[src/hdl/rsc_pkg.sv]
package rsc_pkg;

  // request kinds carried in tuser on the slave side
  localparam logic [1:0] REQ_REKEY  = 2'd0;
  localparam logic [1:0] REQ_HEADER = 2'd1;
  localparam logic [1:0] REQ_DATA   = 2'd2;
  localparam logic [1:0] REQ_NONE   = 2'd3;

  // result kinds carried in tuser on the master side
  localparam logic [1:0] RES_HEADER = 2'd0;
  localparam logic [1:0] RES_BYTE   = 2'd1;
  localparam logic [1:0] RES_REKEY  = 2'd2;

  // header status codes
  localparam logic [2:0] ST_INORDER   = 3'd0;
  localparam logic [2:0] ST_SKIPPED   = 3'd1;
  localparam logic [2:0] ST_REORDERED = 3'd2;
  localparam logic [2:0] ST_TOO_AHEAD = 3'd3;
  localparam logic [2:0] ST_TOO_BACK  = 3'd4;

  // handling of the open packet
  localparam logic [2:0] PC_IDLE    = 3'd0;
  localparam logic [2:0] PC_SEND    = 3'd1;
  localparam logic [2:0] PC_INORDER = 3'd2;
  localparam logic [2:0] PC_SKIPPED = 3'd3;
  localparam logic [2:0] PC_REORDER = 3'd4;
  localparam logic [2:0] PC_REJECT  = 3'd5;

  // permutation table selectors
  localparam logic [1:0] PS_CUR = 2'd0;
  localparam logic [1:0] PS_SAV = 2'd1;
  localparam logic [1:0] PS_SCR = 2'd2;

  // configuration register indexes
  localparam logic [1:0] CFG_MODE     = 2'd0;
  localparam logic [1:0] CFG_KEY_LOW  = 2'd1;
  localparam logic [1:0] CFG_KEY_HIGH = 2'd2;

  typedef struct packed {
    logic [1:0]  req_type;
    logic [31:0] seq_number;
    logic [7:0]  data_byte;
    logic        last_byte;
  } item_t;

  typedef struct packed {
    logic [1:0]  result_kind;
    logic [7:0]  out_byte;
    logic [31:0] seq_out;
    logic [2:0]  status;
    logic        last_out;
  } result_t;

endpackage

[src/hdl/rsc_front.sv]
module rsc_front (
  input  logic           clk,
  input  logic           rst,
  input  logic           in_valid,
  output logic           in_ready,
  input  rsc_pkg::item_t in_item,
  input  logic           hold,
  output logic           q_valid,
  output rsc_pkg::item_t q_item,
  input  logic           q_pop
);

  rsc_pkg::item_t q [2];
  logic       wptr;
  logic       rptr;
  logic [1:0] count;
  logic       accept;
  logic       push;

  // unused request kinds are taken and dropped here
  assign in_ready = (count != 2'd2) && !hold;
  assign accept   = in_valid && in_ready;
  assign push     = accept && (in_item.req_type != rsc_pkg::REQ_NONE);
  assign q_valid  = (count != 2'd0);
  assign q_item   = q[rptr];

  always_ff @(posedge clk) begin
    if (push) begin
      q[wptr] <= in_item;
    end
  end

  always_ff @(posedge clk) begin
    if (rst) begin
      wptr  <= 1'b0;
      rptr  <= 1'b0;
      count <= 2'd0;
    end else begin
      if (push) begin
        wptr <= ~wptr;
      end
      if (q_pop) begin
        rptr <= ~rptr;
      end
      count <= count + 2'(push) - 2'(q_pop);
    end
  end

endmodule

[config.mk]
export PLATFORM = sky130hd
export DESIGN_NAME = rsc_front
export DESIGN_NICKNAME = d
export VERILOG_FILES = /design/src/hdl/rsc_pkg.sv /design/src/hdl/rsc_front.sv
export SDC_FILE = /design/constraint.sdc
export NUM_CORES = 1
export LEC_CHECK = 0
export BUFFER_PORTS_ARGS = -buffer_cell sky130_fd_sc_hd__buf_4
export CORE_ASPECT_RATIO = 2
export CORE_UTILIZATION = 40
export DETAILED_ROUTE_END_ITERATION = 10
export HOLD_SLACK_MARGIN = 0.15
export PLACE_DENSITY = 0.66
export REMOVE_ABC_BUFFERS = 1
export SETUP_SLACK_MARGIN = 0.5
export SLEW_MARGIN = 20
export SYNTH_ARGS = -nofsm -noshare
export SYNTH_HDL_FRONTEND = slang
export SYNTH_SLANG_ARGS = --single-unit
[constraint.sdc]
create_clock -name clk -period 5.7 [get_ports clk]
set_input_delay 1.14 -clock clk [delete_from_list [all_inputs] [get_ports clk]]
set_output_delay 1.14 -clock clk [all_outputs]
set_load 0.05 [all_outputs]
==> run summary <==
Status - finished clean
Total CTS buffers - 9
Hold buffers post-CTS - 0
Share of layout cells above drive strength 1 - 59.5%
DR WL/cell - 15.7 microns
Drt via density - 4.73
Avg Inst Size Synth - 20.9 sq um
Clock buffer depth - 2
Clock sinks - 91
Skew-Pair Late Insertion Delay - 0.33 ns
Number of distinct library cells after synthesis - 17
Clk network pwr share - 36.3%
Flop pwr share - 47.4%
Final core utilization - 55.6%
Maxcap violations - 0
CTS tree - built
Setup TNS - 0 ns
Post_cts resized - 0
Gpl congestion - 0.687
Slew headroom - 32.1%
Critical-path top delay cell - dfxtp_2
Fin. Hold Viols - 0
Startpoint Class - flop
Final Slew Violations - 0
Internal - 1.25 mW
Global-route wire length before repair - 8.74 mm
RSZ-0062 raised after global routing - no
H-Tree Depth - 3
Period utilization - 54.7%
Commonest non-fill, non-tap cell in the layout - buf_4
GRT Total Usage - 14.1%
DP Wirelength - 3.74 mm
Fin area - 0.00445 sq mm
DRT antenna net count - 0
Clock Tree Root - clkbuf_16
Complex-gate fraction of the synthesized area - 0.674%
Largest net degree at the start of global routing - 44
Cell Area, Placed - 0.00414 sq mm
Post-synthesis cell area - 0.00334 sq mm
Register area - 0.00268 sq mm
Worst hold slack - 0.495 ns
Total grt overflow - 0
DRT Pass-1 Iters - 4
Worst-Margin Slew - 1.02 ns
CP top delay family - flip-flops
HP Class - reg2reg
Sequential element share of the synthesized area - 80.3%
Pre-CTS WS - 2.45 ns
Final setup vio count - 0
Final worst slack - 2.58 ns
VDD IR max - 0.221 mV
Fin cells - 360
Syn-to-layout area delta - 33.3%
PortBufs - 92
Leak Pwr - 1.65 nW
Most frequent cells in the layout - buf_4, edfxtp_1, mux2_2, clkbuf_16
Net Sw Frac - 24.7%
Simple-gate share of the synthesized area - 1.91%
Crit Path Max Fanout - 43
Fraction of the mapped netlist area in adder cells - 0.749%
Crit path largest cell delay - 1.00 ns
Fmax - 320 MHz
Post-CTS Setup Bufs - 0
Register bit total from synthesis - 91
Pwr Density - 372 mW/mm^2
Reg2Reg Setup Slack - 3.49 ns
Die Area - 0.00874 sq mm
Critical Path, Cell by Cell - mux2_2, buf_4
Fillers - 647
Residual DRC - 0
CP Buf/Inv Count - 1
Iter 0 DRT Violations - 60
Number of nets in the layout - 309
Worst EP required - 4.56 ns
Cell row count - 46
Clock Skew - 0.00506 ns
Mux cell area share after synthesis - 14.5%
P_sw - 409 uW
Synth Instances - 160
Worst-path clk slew - 0.06 ns
Ant. Diodes - 0
CP endpoint kind - output pin
DRT Wirelength - 5.64 mm
Dpl cells - 344
Crit Path Category - reg2out
Largest family of logic cells by synthesized area - multiplexers
Die Ht - 131 microns
Initial Util - 41.8%
Min cycle time layout - 3.12 ns
Vias after detailed routing - 1704
Initial antenna violation count - 0
IO Pins - 93
Area of the multi-input gates - 629 sq um
Post-Synth XOR/XNOR Area - 0.787%
Ys Warns - 0
Total Power - 1.66 mW
Crit path DAT - 1.98 ns
Combinational share of power - 16.3%
Core Box Area - 0.00800 sq mm
Vias in the first global route - 1750
Chip Width - 66.6 microns
registers in the layout, indices dropped and copies added (netlist names), named ones only:
signal	count
count	2
q	86
wptr	1
rptr	1
tightest hold or removal path, cell delays in order, from the launching register on:
cell and delay, ns:
dfxtp_1 0.32, o31ai_1 0.06, a21oi_1 0.06
cells in the mapped netlist:
master	n	area, sq um
edfxtp_1	86	2580
mux2_2	43	484
buf_2	5	25.0
dfxtp_1	5	100
nor2_1	5	18.8
inv_1	3	11.3
ha_1	2	25.0
xnor2_1	2	17.5
a21bo_2	1	10.0
a21oi_1	1	5.00
nor2b_1	1	6.26
nor2b_4	1	13.8
o31ai_1	1	7.51
or2_2	1	6.26
or3_2	1	7.51
or4_4	1	11.3
xor2_1	1	8.76
power groups by stage:
stage,clock [mW],sequential (mW),combinational (mW)
floorplan,0,0.794,0.185
global placement,0,0.799,0.273
detailed placement,0,0.800,0.275
CTS,0.617,0.786,0.275
global route,0.643,0.790,0.284
finish,0.602,0.785,0.271
final timing paths:
check / startpoint / end / cells past startpoint
worst min-delay path: wptr / wptr / 2
worst max-delay path: flop / q_item[27] / 2
worst max register to register: count[1] / q[1][35] / 4
worst min register to register: wptr / wptr / 2
kinds of logic (layout without fill, tap and decap cells):
group | count (synthesis) | after routing
DFF | 91 | 91
muxes | 43 | 43
and+or+nand+nor | 10 | 10
buffers and inverters | 8 | 112
AOI/OAI and AO/OA | 3 | 3
xor gates and xnor gates | 3 | 3
adders and majority gates | 2 | 2
metal layers:
layer,share of wire [%],vias up,GRT usage (%)
li1,-,818,-
met1,34,832,14.2
met2,58,47,24.4
met3,5.7,7,4.51
met4,1.6,0,7.80
met5,0,-,0
layout make-up:
| class | instances | area share, % |
|---|---|---|
| multi-input combinational | 61 | 14.1 |
| clock buffer | 10 | 5.14 |
| sequential | 91 | 60.3 |
| clock inverter | 6 | 1.80 |
| timing repair buffer | 93 | 15.7 |
| inverter | 3 | 0.253 |
| tap | 96 | 2.70 |
No activity file was read; power rests on OpenSTA's default activity.
